**src/rtl/core/assert_macros.svh**
```systemverilog
// ----------------------------------------------------------------------------
// Assertion macros
// Shared concurrent check forms. Each expects clk and rst in the calling scope.
// ----------------------------------------------------------------------------
`ifndef ASSERT_MACROS_SVH
`define ASSERT_MACROS_SVH

// Same-cycle implication, disabled while in reset.
`define ASSERT_IMP(name, cond, prop) \
  name: assert property (@(posedge clk) disable iff (rst) (cond) |-> (prop)) \
    else $error("%m: implication check failed");

// Next-cycle implication, disabled while in reset.
`define ASSERT_NXT(name, cond, prop) \
  name: assert property (@(posedge clk) disable iff (rst) (cond) |=> (prop)) \
    else $error("%m: next-cycle check failed");

`endif

```
**src/rtl/core/ptw_pkg.sv**
```systemverilog
// ----------------------------------------------------------------------------
// ptw_pkg
// Types and constants shared by the page table walker modules.
// ----------------------------------------------------------------------------
`default_nettype none

package ptw_pkg;

  localparam int PHYS_W          = 52;   // width of physical addresses out
  localparam int VA_W            = 48;   // width of the walk address
  localparam int PHYS_BITS_DEF   = 36;   // implemented physical address bits
  localparam int QUEUE_DEPTH_DEF = 2;    // front-to-back queue depth

  // Input word kinds
  localparam logic KIND_REQ   = 1'b0;    // translate request
  localparam logic KIND_ENTRY = 1'b1;    // table entry from memory

  // Result word kinds
  localparam logic RES_READ = 1'b0;      // memory read request
  localparam logic RES_DONE = 1'b1;      // translation finished

  // Walk level: idle, or waiting for the entry of that level
  typedef enum logic [2:0] {
    LVL_IDLE = 3'd0,
    LVL_1    = 3'd1,
    LVL_2    = 3'd2,
    LVL_3    = 3'd3,
    LVL_4    = 3'd4
  } ptw_level_t;

  typedef struct packed {
    logic        kind;
    logic [63:0] table_root;
    logic [47:0] virt_addr;
    logic [31:0] addr_offset;
    logic [63:0] entry_data;
  } ptw_in_t;

  typedef struct packed {
    logic              result_kind;
    logic [63:0]       read_address;
    logic [PHYS_W-1:0] phys_address;
  } ptw_out_t;

  // Classified word handed from the front to the back
  typedef struct packed {
    logic              kind;
    logic              invalid;     // zero root or zero virtual address
    logic [63:0]       root_base;   // root with low 4 bits cleared
    logic [VA_W-1:0]   walk_sum;    // virt_addr + offset, mod 2^48
    logic              present;     // entry bit 0
    logic              large_page;  // entry bit 7
    logic [PHYS_W-1:0] frame;       // entry bits 12..PHYS_BITS-1
    logic              frame_zero;
  } ptw_work_t;

endpackage

`default_nettype wire

```
**src/rtl/core/ptw_front.sv**
```systemverilog
// ----------------------------------------------------------------------------
// ptw_front
// Accepts input words and precomputes everything that does not depend on
// walk state: request validity, walk address sum, masked entry frame.
// ----------------------------------------------------------------------------
`default_nettype none

module ptw_front #(
  parameter int PHYS_BITS = ptw_pkg::PHYS_BITS_DEF
) (
  input  ptw_pkg::ptw_in_t   item,
  input  logic               item_valid,
  output logic               item_ready,
  output ptw_pkg::ptw_work_t work,
  output logic               work_valid,
  input  logic               work_ready
);
  import ptw_pkg::*;

  // Bits 12..PHYS_BITS-1 set
  localparam logic [PHYS_W-1:0] PHYS_MASK  = (PHYS_W'(1) << PHYS_BITS) - PHYS_W'(1);
  localparam logic [PHYS_W-1:0] FRAME_MASK = PHYS_MASK & ~PHYS_W'(12'hFFF);

  logic [PHYS_W-1:0] frame;

  // Pass-through handshake into the queue
  assign work_valid = item_valid;
  assign item_ready = work_ready;

  // Classify the word
  always_comb begin
    frame           = item.entry_data[PHYS_W-1:0] & FRAME_MASK;
    work.kind       = item.kind;
    work.invalid    = (item.table_root == 64'd0) || (item.virt_addr == '0);
    work.root_base  = {item.table_root[63:4], 4'b0000};
    work.walk_sum   = item.virt_addr + VA_W'(item.addr_offset);
    work.present    = item.entry_data[0];
    work.large_page = item.entry_data[7];
    work.frame      = frame;
    work.frame_zero = (frame == '0);
  end

endmodule

`default_nettype wire

```
**src/rtl/core/ptw_queue.sv**
```systemverilog
// ----------------------------------------------------------------------------
// ptw_queue
// Short register FIFO between front and back; each side stalls on its own.
// ----------------------------------------------------------------------------
`default_nettype none

`include "assert_macros.svh"

module ptw_queue #(
  parameter int DEPTH = ptw_pkg::QUEUE_DEPTH_DEF   // 2 or more
) (
  input  logic               clk,
  input  logic               rst,
  input  ptw_pkg::ptw_work_t push_data,
  input  logic               push_valid,
  output logic               push_ready,
  output ptw_pkg::ptw_work_t pop_data,
  output logic               pop_valid,
  input  logic               pop_ready
);
  import ptw_pkg::*;

  localparam int PTR_W = $clog2(DEPTH);
  localparam int CNT_W = $clog2(DEPTH + 1);

  ptw_work_t        slots [DEPTH];
  logic [PTR_W-1:0] wr_ptr;
  logic [PTR_W-1:0] rd_ptr;
  logic [CNT_W-1:0] count;
  logic             push;
  logic             pop;

  assign push_ready = (count != CNT_W'(DEPTH));
  assign pop_valid  = (count != '0);
  assign pop_data   = slots[rd_ptr];
  assign push       = push_valid && push_ready;
  assign pop        = pop_valid && pop_ready;

  // Storage
  always_ff @(posedge clk) begin
    if (push) begin
      slots[wr_ptr] <= push_data;
    end
  end

  // Pointers and fill count
  always_ff @(posedge clk) begin
    if (rst) begin
      wr_ptr <= '0;
      rd_ptr <= '0;
      count  <= '0;
    end else begin
      if (push) begin
        wr_ptr <= (wr_ptr == PTR_W'(DEPTH - 1)) ? '0 : wr_ptr + PTR_W'(1);
      end
      if (pop) begin
        rd_ptr <= (rd_ptr == PTR_W'(DEPTH - 1)) ? '0 : rd_ptr + PTR_W'(1);
      end
      if (push && !pop) begin
        count <= count + CNT_W'(1);
      end else if (pop && !push) begin
        count <= count - CNT_W'(1);
      end
    end
  end

  `ASSERT_IMP(a_count_bound, 1'b1, count <= CNT_W'(DEPTH))
  `ASSERT_NXT(a_count_up, push && !pop, count == $past(count) + CNT_W'(1))
  `ASSERT_IMP(a_ptrs_empty, count == '0, wr_ptr == rd_ptr)

endmodule

`default_nettype wire

```
**src/rtl/core/ptw_back.sv**
```systemverilog
// ----------------------------------------------------------------------------
// ptw_back
// Walk state machine: applies classified words to the walk level and address
// and drives the registered result word.
// ----------------------------------------------------------------------------
`default_nettype none

`include "assert_macros.svh"

module ptw_back (
  input  logic               clk,
  input  logic               rst,
  input  ptw_pkg::ptw_work_t work,
  input  logic               work_valid,
  output logic               work_ready,
  output ptw_pkg::ptw_out_t  result,
  output logic               result_valid,
  input  logic               result_ready
);
  import ptw_pkg::*;

  ptw_level_t      level;
  ptw_level_t      level_next;
  logic [VA_W-1:0] walk_addr;
  logic [VA_W-1:0] walk_addr_next;
  ptw_out_t        res_next;
  logic            emit;
  logic            busy;
  logic            take;
  logic [8:0]      next_idx;

  // Output slot free or draining this cycle
  assign work_ready = !result_valid || result_ready;
  assign take       = work_valid && work_ready;

  // State registers
  always_ff @(posedge clk) begin
    if (rst) begin
      level     <= LVL_IDLE;
      walk_addr <= '0;
    end else if (take) begin
      level     <= level_next;
      walk_addr <= walk_addr_next;
    end
  end

  // Next state and result word
  always_comb begin
    level_next     = level;
    walk_addr_next = walk_addr;
    emit           = 1'b0;
    res_next       = '0;
    next_idx       = '0;

    busy = (level inside {LVL_1, LVL_2, LVL_3, LVL_4});

    // Table index of the level after the current one
    case (level)
      LVL_1:   next_idx = walk_addr[38:30];
      LVL_2:   next_idx = walk_addr[29:21];
      LVL_3:   next_idx = walk_addr[20:12];
      default: next_idx = '0;
    endcase

    if (work.kind == KIND_REQ) begin
      // Requests while busy are dropped
      if (!busy) begin
        emit = 1'b1;
        if (work.invalid) begin
          level_next           = LVL_IDLE;
          res_next.result_kind = RES_DONE;
        end else begin
          level_next            = LVL_1;
          walk_addr_next        = work.walk_sum;
          res_next.result_kind  = RES_READ;
          res_next.read_address = work.root_base + {52'd0, work.walk_sum[47:39], 3'b000};
        end
      end
    end else if (!busy) begin
      // Stray entry: drop, fold unused codes back to idle
      level_next = LVL_IDLE;
    end else begin
      emit                 = 1'b1;
      res_next.result_kind = RES_DONE;
      level_next           = LVL_IDLE;
      if (!work.present) begin
        res_next.phys_address = '0;
      end else if (level == LVL_2 && work.large_page) begin
        // 1 GiB page
        res_next.phys_address = {work.frame[PHYS_W-1:30], walk_addr[29:0]};
      end else if (level == LVL_3 && work.large_page) begin
        // 2 MiB page
        res_next.phys_address = {work.frame[PHYS_W-1:21], walk_addr[20:0]};
      end else if (level == LVL_4) begin
        res_next.phys_address = work.frame_zero ? '0 :
                                {work.frame[PHYS_W-1:12], walk_addr[11:0]};
      end else begin
        // Descend one level; frame low 12 bits are clear, so OR is the add
        res_next.result_kind  = RES_READ;
        res_next.read_address = {12'd0, work.frame[PHYS_W-1:12], next_idx, 3'b000};
        case (level)
          LVL_1:   level_next = LVL_2;
          LVL_2:   level_next = LVL_3;
          default: level_next = LVL_4;
        endcase
      end
    end
  end

  // Result register
  always_ff @(posedge clk) begin
    if (rst) begin
      result_valid <= 1'b0;
    end else if (work_ready) begin
      result_valid <= take && emit;
    end
  end

  always_ff @(posedge clk) begin
    if (take && emit) begin
      result <= res_next;
    end
  end

  `ASSERT_NXT(a_read_busy, take && emit && res_next.result_kind == RES_READ, level != LVL_IDLE)
  `ASSERT_NXT(a_done_idle, take && emit && res_next.result_kind == RES_DONE, level == LVL_IDLE)
  `ASSERT_IMP(a_done_no_read, result_valid && result.result_kind == RES_DONE,
              result.read_address == 64'd0)

endmodule

`default_nettype wire

```
**src/rtl/core/four_level_page_table_walker.sv**
```systemverilog
// ----------------------------------------------------------------------------
// four_level_page_table_walker
// Four-level 4 KiB page walker with 2 MiB and 1 GiB large pages.
// ----------------------------------------------------------------------------
// Takes one word per cycle on the item channel while the queue has room:
// a translate request or a table entry returned by memory. Each word gives
// at most one result word, either a read request for the next table entry
// or a finished translation (phys_address 0 on a fault or an invalid
// request). A word's result is written to the result register after the
// word has passed through the front queue and the walk state machine,
// which handles one word per cycle while its result register is free or
// being taken. The queue holds QUEUE_DEPTH words, so until it fills the item
// channel keeps accepting while a result waits to be taken. Requests that
// arrive during a walk and idle-time entries are consumed without a result.
`default_nettype none

module four_level_page_table_walker #(
  parameter int PHYS_BITS   = ptw_pkg::PHYS_BITS_DEF,   // 13..52
  parameter int QUEUE_DEPTH = ptw_pkg::QUEUE_DEPTH_DEF  // 2 or more
) (
  input  logic              clk,
  input  logic              rst,
  input  ptw_pkg::ptw_in_t  item,
  input  logic              item_valid,
  output logic              item_ready,
  output ptw_pkg::ptw_out_t result,
  output logic              result_valid,
  input  logic              result_ready
);
  import ptw_pkg::*;

  ptw_work_t front_word;
  logic      front_valid;
  logic      front_ready;
  ptw_work_t back_word;
  logic      back_valid;
  logic      back_ready;

  // Classification
  ptw_front #(
    .PHYS_BITS (PHYS_BITS)
  ) u_front (
    .item       (item),
    .item_valid (item_valid),
    .item_ready (item_ready),
    .work       (front_word),
    .work_valid (front_valid),
    .work_ready (front_ready)
  );

  // Decoupling queue
  ptw_queue #(
    .DEPTH (QUEUE_DEPTH)
  ) u_queue (
    .clk        (clk),
    .rst        (rst),
    .push_data  (front_word),
    .push_valid (front_valid),
    .push_ready (front_ready),
    .pop_data   (back_word),
    .pop_valid  (back_valid),
    .pop_ready  (back_ready)
  );

  // Walk execution
  ptw_back u_back (
    .clk          (clk),
    .rst          (rst),
    .work         (back_word),
    .work_valid   (back_valid),
    .work_ready   (back_ready),
    .result       (result),
    .result_valid (result_valid),
    .result_ready (result_ready)
  );

endmodule

`default_nettype wire

```
**config.mk**
```make
export PLATFORM = sky130hd
export DESIGN_NAME = four_level_page_table_walker
export DESIGN_NICKNAME = d
export VERILOG_FILES = /design/src/rtl/core/ptw_pkg.sv /design/src/rtl/core/ptw_front.sv /design/src/rtl/core/ptw_queue.sv /design/src/rtl/core/ptw_back.sv /design/src/rtl/core/four_level_page_table_walker.sv
export VERILOG_INCLUDE_DIRS = /design/src /design/src/rtl/core
export SDC_FILE = /design/constraint.sdc
export NUM_CORES = 1
export LEC_CHECK = 0
export CORE_MARGIN = 1.5
export CORE_UTILIZATION = 50
export DETAILED_ROUTE_END_ITERATION = 16
export DONT_BUFFER_PORTS = 1
export GPL_ROUTABILITY_DRIVEN = 0
export SLEW_MARGIN = 20
export SYNTH_ARGS = -nofsm -noshare
export SYNTH_HDL_FRONTEND = slang
export SYNTH_SLANG_ARGS = --single-unit
```
**constraint.sdc**
```tcl
create_clock -name clk -period 11.1 [get_ports clk]
set_input_delay 1.665 -clock clk [delete_from_list [all_inputs] [get_ports clk]]
set_output_delay 1.665 -clock clk [all_outputs]
set_load 0.01 [all_outputs]
```
==> results of run 1 <==
-- path summary, 6_finish.rpt --
path | depth (start not counted) | to | from
hold / removal | 2 | u_back.walk_addr[5] | u_back.walk_addr[5]
setup reg to reg | 11 | u_back.result[114] | flip-flop
setup / recovery | 11 | u_back.result[114] | flip-flop
hold reg to reg | 2 | u_back.walk_addr[5] | u_back.walk_addr[5]
-- power groups by stage --
| stage | sequential, mW | combinational, mW | clock, mW |
|---|---|---|---|
| 6_report | 2.49 | 1.42 | 1.35 |
| 5_1_grt | 2.52 | 1.56 | 1.44 |
| 4_1_cts | 2.49 | 1.44 | 1.38 |
| 3_5_place_dp | 2.53 | 1.43 | 0 |
| 3_3_place_gp | 2.52 | 1.41 | 0 |
| 2_1_floorplan | 2.46 | 1.12 | 0 |
-- metal layers --
layer,vias to the layer above,wire (um),global-route usage (%)
met1,5880,19100,28.9
met4,0,1430,7.92
met3,83,3420,5.49
met5,-,0,0
li1,5745,-,-
met2,449,22900,38.6
-- flip-flops by register name (all words and copies together), names as in the netlist, named ones only --
name	count
u_queue.slots	274
u_back.walk_addr	39
u_queue.wr_ptr	1
u_queue.rd_ptr	1
u_back.result_valid	1
u_back.result	98
u_queue.count	2
u_back.level	3
-- cell families after synthesis --
kind of cell | share of synthesized area, %
other cells | 0.0191
buf+inv | 2.71
xor+xnor | 4.47
simple gates | 11.2
compound gates | 10.5
flops | 61.9
fa+ha+maj | 2.95
mux | 6.20
-- layout make-up --
cell class | instances | area [um2] | share of cell area, %
Multi-Input combinational cell | 1002 | 7040 | 33.1
Clock buffer | 66 | 1240 | 5.84
Tap cell | 518 | 648 | 3.04
Clock inverter | 12 | 72.6 | 0.341
Inverter | 19 | 71.3 | 0.335
Timing Repair Buffer | 10 | 87.6 | 0.411
Sequential cell | 420 | 12100 | 57.0
-- critical path: stages (launching register included) --
cell      delay (ns)
dfxtp_4         0.94
buf_12          0.55
mux2_2          0.44
ha_1            0.33
a21oi_1         0.09
o21ai_0         0.25
a2111o_1        0.27
nand4_1         0.35
nor4b_4         0.85
nand4_1         0.25
or3_1           0.35
a21oi_1         0.14
-- layout by cell type (no fill, tap or decap), types with 11 or more instances in the layout --
cell type	instances
ha_1	43
o21ai_0	32
a32oi_1	17
xor2_1	29
a22oi_1	13
edfxtp_1	372
mux2_2	34
nand3_1	29
clkbuf_1	17
and2_1	19
nor2_1	135
a32o_1	12
o22ai_1	30
nor3_1	23
inv_1	19
nor4_1	37
dfxtp_1	47
a21oi_1	81
o211ai_1	14
xnor2_1	71
mux2i_1	83
a21o_1	11
nor2b_1	36
nand4_1	25
clkbuf_16	45
nand2_1	51
a211oi_1	51
conb_1	19
==> run summary, run 1 <==
CTS root buf: clkbuf_16
HP Class: reg -> reg
Post-synth top flop: edfxtp_1
Final cell count without fillers: 2047
Critical Path RT: 11.49 ns
Top-count cell post-synth: edfxtp_1
Skew-Pair Late Insertion Delay: 0.55 ns
I/O pin cnt: 332
Drt pass-1 iters: 5
Vias: 12157
DRC Markers: 0
Min Tclk post-route: 5.05 ns
Setup Skew: 0.0156 ns
MaxCap Viol Count: 0
Asr flop ratio synth: 0%
Clock Pin Slew Worst Setup and Hold Paths: 0.06 ns
YS warnings: 0
Placed Cells: 1969
Die width: 201 um
Fin Hold WS: 0.488 ns
Final instance area: 0.0213 mm2
Post-CTS Resized: 0
Initial Util: 50.7%
First-pass GRT wire length: 70.6 mm
TritonCTS clock tree: yes
Register bit total from synthesis: 420
Dominant cell type by area after synthesis: edfxtp_1
Post-route ant nets: 0
Core region area: 0.0386 mm2
Die Height: 201 um
Sequential share of the synthesized area: 61.9%
Final hold violation count: 0
Number of synthesized flops with an enable pin: 372
Most common library cells after synthesis: edfxtp_1, nor2_1, mux2i_1
Slew Viols, Final: 0
CTS max path bufs: 3
Share of cells above drive strength 1: 8.50%
Status: completed
DP Worst Slack: 5.92 ns
Initial antenna violation count: 0
Top cells by area, synth: edfxtp_1, dfxtp_1, mux2i_1
Slew @ Worst Pin: 1.07 ns
Net Switching: 1.77 mW
Setup slack, reg-to-reg: 6.05 ns
Global Route Usage Sum: 22.9%
Worst Setup Path Type: reg -> reg
Final setup violation count: 0
Final WL: 46.9 mm
CTS Hold Bufs: 0
Pwr per Cell Area: 247 mW/mm2
Overflow after GRT: 0
Total CTS buffers: 43
Synthesized area: 0.0196 mm2
Int Power: 3.50 mW
Post-route setup slack: 6.05 ns
Vias in the first global route: 12052
Slew HR: 29.0%
Final core occ: 55.1%
Area delta synth->final: 8.74%
Sink Count: 420
Final HPWL DP: 33.6 mm
Fillers: 3186
Reg power frac: 47.3%
Routed len/inst: 22.9 um
Pleak: 6.99 nW
Critical Path AT: 5.44 ns
Placed inst area: 0.0200 mm2
Logic pwr share: 27.1%
Vias per inst: 5.94
Std cell rows: 72
Postcts setup bufs: 0
Fin crit share: 45.5%
Pin count of the biggest net entering global routing: 163
Syn avg cell area: 13.0 um2
Fin Setup TNS: 0 ns
Element type at the critical path end: flip-flop
Htree depth: 2
Startpoint types: flip-flop
NumNets Final: 1754
Worst-path maximum fanout: 162
Sw frac: 33.6%
Yosys cell types: 75
Post-Syn Instances: 1508
Final total power: 5.26 mW
Peak supply drop: 0.000210 V
Port Buf Inserts: 0
Unrepaired setup endpoints after global routing: false
Die area: 0.0404 mm2
N_diodes: 0
Clock Power Share: 25.6%
Yosys top cell area share: 57.0%
Fmax achieved: 198 MHz
Initial DRC count: 791
(Power assumes the default switching activity.)
==> inputs of run 2 (changes only) <==
==> constraint.sdc (replaced) <==
create_clock -name clk -period 5.2 [get_ports clk]
set_input_delay 0.78 -clock clk [delete_from_list [all_inputs] [get_ports clk]]
set_output_delay 0.78 -clock clk [all_outputs]
set_load 0.01 [all_outputs]
==> run 2 against run 1 <==
Compared with the run above:
- clock power grew 110%
- fmax is 23% higher
- routed wire length barely moved
- die area did not move
- via count is 0.43% higher
- worst setup slack worse by 5.0 ns
- highest routed layer unchanged
- global-route usage shrank 0.13 points
- sequential share of layout area down 0.18 points
- power is 110% higher
- final area is 0.31% higher
- cell count grew 0.44%
- non-clock buffer count rose by 6
==> run summary, run 2 (synthesis gave the netlist of run 1 again) <==
Max reg flops: 274
Global Route Usage Sum: 22.8%
CTS root buf: clkbuf_16
Slew HR: 33.6%
Most frequent cells in the layout: edfxtp_1, nor2_1, mux2i_1
Total CTS buffers: 44
Vias: 12209
Final setup violation count: 0
Top flop regs: u_queue.slots (274), u_back.result (98), u_back.walk_addr (39)
Element type at the critical path end: flip-flop
Final hold violation count: 0
Die Height: 201 um
Fin crit share: 79.3%
Hold path endpoint: u_back.level[2]
Min Tclk post-route: 4.13 ns
Pwr per Cell Area: 527 mW/mm2
TritonCTS clock tree: yes
Clock Pin Slew Worst Setup and Hold Paths: 0.06 ns
Vias in the first global route: 11940
Peak supply drop: 0.000421 V
Core region area: 0.0386 mm2
Post-route ant nets: 0
Fmax achieved: 242 MHz
First-pass GRT wire length: 70.3 mm
Port Buf Inserts: 0
Overflow after GRT: 0
CTS max path bufs: 3
Die area: 0.0404 mm2
Routed len/inst: 22.8 um
DP Worst Slack: 1.05 ns
Sink Count: 420
Pin count of the biggest net entering global routing: 138
Die width: 201 um
MaxCap Viol Count: 0
Most common cell after layout, fill and taps aside: edfxtp_1
Most flops, register: u_queue.slots
Pleak: 7.02 nW
HP Start: rst
Std cell rows: 72
Setup Skew: 0.0151 ns
Post-CTS Resized: 0
Area delta synth->final: 9.08%
Status: completed
Share of cells above drive strength 1: 8.71%
Post-route setup slack: 1.07 ns
Worst r2r dst: u_back.result[114]
HP Class: in -> reg
Critical Path AT: 4.51 ns
NumNets Final: 1761
Postcts setup bufs: 0
Vias per inst: 5.94
Startpoint types: flip-flop
DRC Markers: 0
Worst Hold Depth: 1
Slew Viols, Final: 0
Htree depth: 2
Final WL: 47.0 mm
Fin Hold WS: 0.313 ns
Worst Setup Path Type: reg -> reg
I/O pin cnt: 332
Skew-Pair Late Insertion Delay: 0.55 ns
Fin Setup TNS: 0 ns
Initial DRC count: 651
Slew @ Worst Pin: 0.987 ns
Final core occ: 55.3%
Depth of the most critical reg-to-reg path: 9
Initial antenna violation count: 1
Final total power: 11.3 mW
Drt pass-1 iters: 4
Fillers: 3198
Unrepaired setup endpoints after global routing: false
Initial Util: 50.7%
Critical Path RT: 5.58 ns
Final HPWL DP: 33.6 mm
N_diodes: 0
CTS Hold Bufs: 0
Worst-path maximum fanout: 58
Setup slack, reg-to-reg: 1.07 ns
==> run 2: worst max-delay path by stage <==
| stage | cells past startpoint | slack, ns | to | from |
|---|---|---|---|---|
| floorplan | 2 | 0.32 | u_queue.slots[0][0] | item_valid |
| global placement | 11 | 1.06 | u_back.result[86] | flip-flop |
| CTS | 9 | 1.04 | u_back.result[114] | flip-flop |
| global route | 11 | 0.82 | u_back.result[86] | flip-flop |
| finish | 9 | 1.07 | u_back.result[114] | flip-flop |
| detailed placement | 9 | 1.05 | u_back.result[114] | flip-flop |
==> run 2: cell type report <==
class                      count  area [um2]  share of cell area, %
clock buffer                  61        1200                   5.60
inverter                      19        71.3                  0.334
multi-input combinational   1002        7030                   32.9
timing repair buffer          16         158                  0.738
sequential                   420       12100                   56.8
tap                          518         648                   3.03
clock inverter                20         133                  0.621
==> run 2: where the power goes <==
group          leakage, nW  switching, mW  total, mW  internal (mW)
logic                 2.49           1.99       3.07           1.09
registers             3.89          0.551       5.28           4.73
clock network        0.641           1.24       2.90           1.66
==> run 2: stage by stage <==
step	std cells	instance area (um2)
after floorplan	1526	19700
final	2056	21400
after global placement	1975	20000
after detailed placement	1975	20000
after CTS	2056	21400
after global routing	2056	21400
==> run 2: critical path: stages, from the launching register on <==
cell,delay [ns]
dfxtp_4,0.82
buf_4,0.70
buf_4,0.54
a32o_1,0.26
nand4_1,0.31
nor4b_2,0.40
buf_4,0.26
nand4_1,0.17
or3_1,0.34
a21oi_1,0.14
==> run 2: metal layers <==
| metal | vias up | wire [um] | track usage (%) |
|---|---|---|---|
| li1 | 5779 | - | - |
| met1 | 5906 | 19100 | 28.8 |
| met2 | 440 | 22900 | 38.3 |
| met3 | 84 | 3510 | 5.55 |
| met4 | 0 | 1440 | 7.73 |
| met5 | - | 0 | 0 |
==> inputs of run 3 (changes only) <==
==> constraint.sdc (replaced) <==
create_clock -name clk -period 4.17 [get_ports clk]
set_input_delay 0.6255 -clock clk [delete_from_list [all_inputs] [get_ports clk]]
set_output_delay 0.6255 -clock clk [all_outputs]
set_load 0.01 [all_outputs]
==> run 3 against run 2 <==
Compared with the run above:
- clock skew down 0.0028 ns
- combinational power rose by 32%
- routed wire length is 0.89% higher
- critical path depth unchanged
- critical path type unchanged
- worst hold slack got worse by 0.16 ns
==> run summary, run 3 (synthesis gave the netlist of run 1 again) <==
TritonCTS clock tree: yes
Placed inst area: 0.0203 mm2
Pin count of the biggest net entering global routing: 86
Sink Count: 420
Slew Viols, Final: 0
Clock Pin Slew Worst Setup and Hold Paths: 0.06 ns
Pwr per Cell Area: 663 mW/mm2
Vias in the first global route: 12090
Port Buf Inserts: 0
MaxCap Viol Count: 0
Final HPWL DP: 34.6 mm
Die Height: 201 um
Initial DRC count: 705
Critical Path AT: 4.00 ns
Element type at the critical path end: flip-flop
Core region area: 0.0386 mm2
Post-route ant nets: 0
First-pass GRT wire length: 71.8 mm
Final total power: 14.3 mW
Global Route Usage Sum: 23.2%
Vias per inst: 5.94
Depth of the most critical reg-to-reg path: 9
Status: completed
Initial antenna violation count: 2
Setup slack, reg-to-reg: 0.44 ns
Startpoint types: flip-flop
Overflow after GRT: 0
I/O pin cnt: 332
CTS root buf: clkbuf_16
Worst Setup Path Type: reg -> reg
Htree depth: 2
Std cell rows: 72
Final WL: 47.4 mm
Most frequent cells in the layout: edfxtp_1, nor2_1, mux2i_1
Fin Setup TNS: 0 ns
Fin crit share: 89.5%
DRC Markers: 0
Worst-path maximum fanout: 19
Worst Hold Depth: 1
Max reg flops: 274
NumNets Final: 1774
Setup Skew: 0.0123 ns
Unrepaired setup endpoints after global routing: false
Worst r2r dst: u_back.result[87]
Final setup violation count: 0
Top flop regs: u_queue.slots (274), u_back.result (98), u_back.walk_addr (39)
Share of cells above drive strength 1: 9.87%
Post-CTS Resized: 0
Die width: 201 um
Critical Path RT: 4.44 ns
Min Tclk post-route: 3.73 ns
Fillers: 3169
N_diodes: 0
Slew HR: 35.6%
Drt pass-1 iters: 5
HP Start: rst
Final instance area: 0.0216 mm2
Total CTS buffers: 44
Postcts setup bufs: 0
CTS Hold Bufs: 0
Skew-Pair Late Insertion Delay: 0.55 ns
Fmax achieved: 268 MHz
Area delta synth->final: 10.4%
Sequential cell area: 0.0121 mm2
Peak supply drop: 0.000353 V
Final hold violation count: 0
Routed len/inst: 22.9 um
Slew @ Worst Pin: 0.958 ns
DP Worst Slack: 0.348 ns
Post-route setup slack: 0.440 ns
HP Class: in -> reg
CTS max path bufs: 3
Multi-input gate area: 0.00706 mm2
Vias: 12292
Most flops, register: u_queue.slots
Initial Util: 50.7%
Most common cell after layout, fill and taps aside: edfxtp_1
Hold path endpoint: u_back.walk_addr[14]
Die area: 0.0404 mm2
Pleak: 7.17 nW
[run 3: final cells by class]
class,instances,share of cell area (%)
clock inverter,25,0.978
timing repair buffer,29,1.59
multi-input combinational,1002,32.6
tap,518,3.00
inverter,19,0.330
sequential,420,56.1
clock buffer,55,5.38
[run 3: worst max path at each step]
stage	slack, ns	to	startpoint
floorplan	0.007	u_back.result[106]	flip-flop
global placement	0.42	u_back.result[87]	flip-flop
detailed placement	0.35	u_back.result[87]	flip-flop
CTS	0.33	u_back.result[87]	flip-flop
global route	0.15	u_back.result[79]	flip-flop
finish	0.44	u_back.result[87]	flip-flop
[run 3: power breakdown]
group          total (mW)  switching, mW  internal (mW)
Sequential           6.52          0.639           5.88
Combinational        4.05           2.57           1.48
Clock                3.76           1.55           2.22
Total                14.3           4.75           9.58
[run 3: per-layer routing]
| metal | routed length (um) | GRT usage (%) |
|---|---|---|
| met1 | 19400 | 29.6 |
| met4 | 953 | 5.67 |
| met3 | 3470 | 5.47 |
| met2 | 23500 | 40.1 |
| met5 | 0 | 0 |
[run 3: through the flow]
stage,std cells,hold WS (ns),utilization (%)
final,2068,0.151,56.0
after global routing,2068,0.137,56.0
after CTS,2068,0.137,56.0
after detailed placement,1988,0.487,52.4
after global placement,1988,0.483,52.4
after floorplan,1526,0.472,-
[run 3: critical path, cell delays in order, from the launching register on]
cell and delay, ns:
dfxtp_4 0.52, buf_4 0.37, mux2_2 0.38, ha_1 0.36, o31a_1 0.20, a31oi_2 0.20
nor4_2 0.87, nand3_1 0.19, xnor2_1 0.25, o22ai_1 0.10
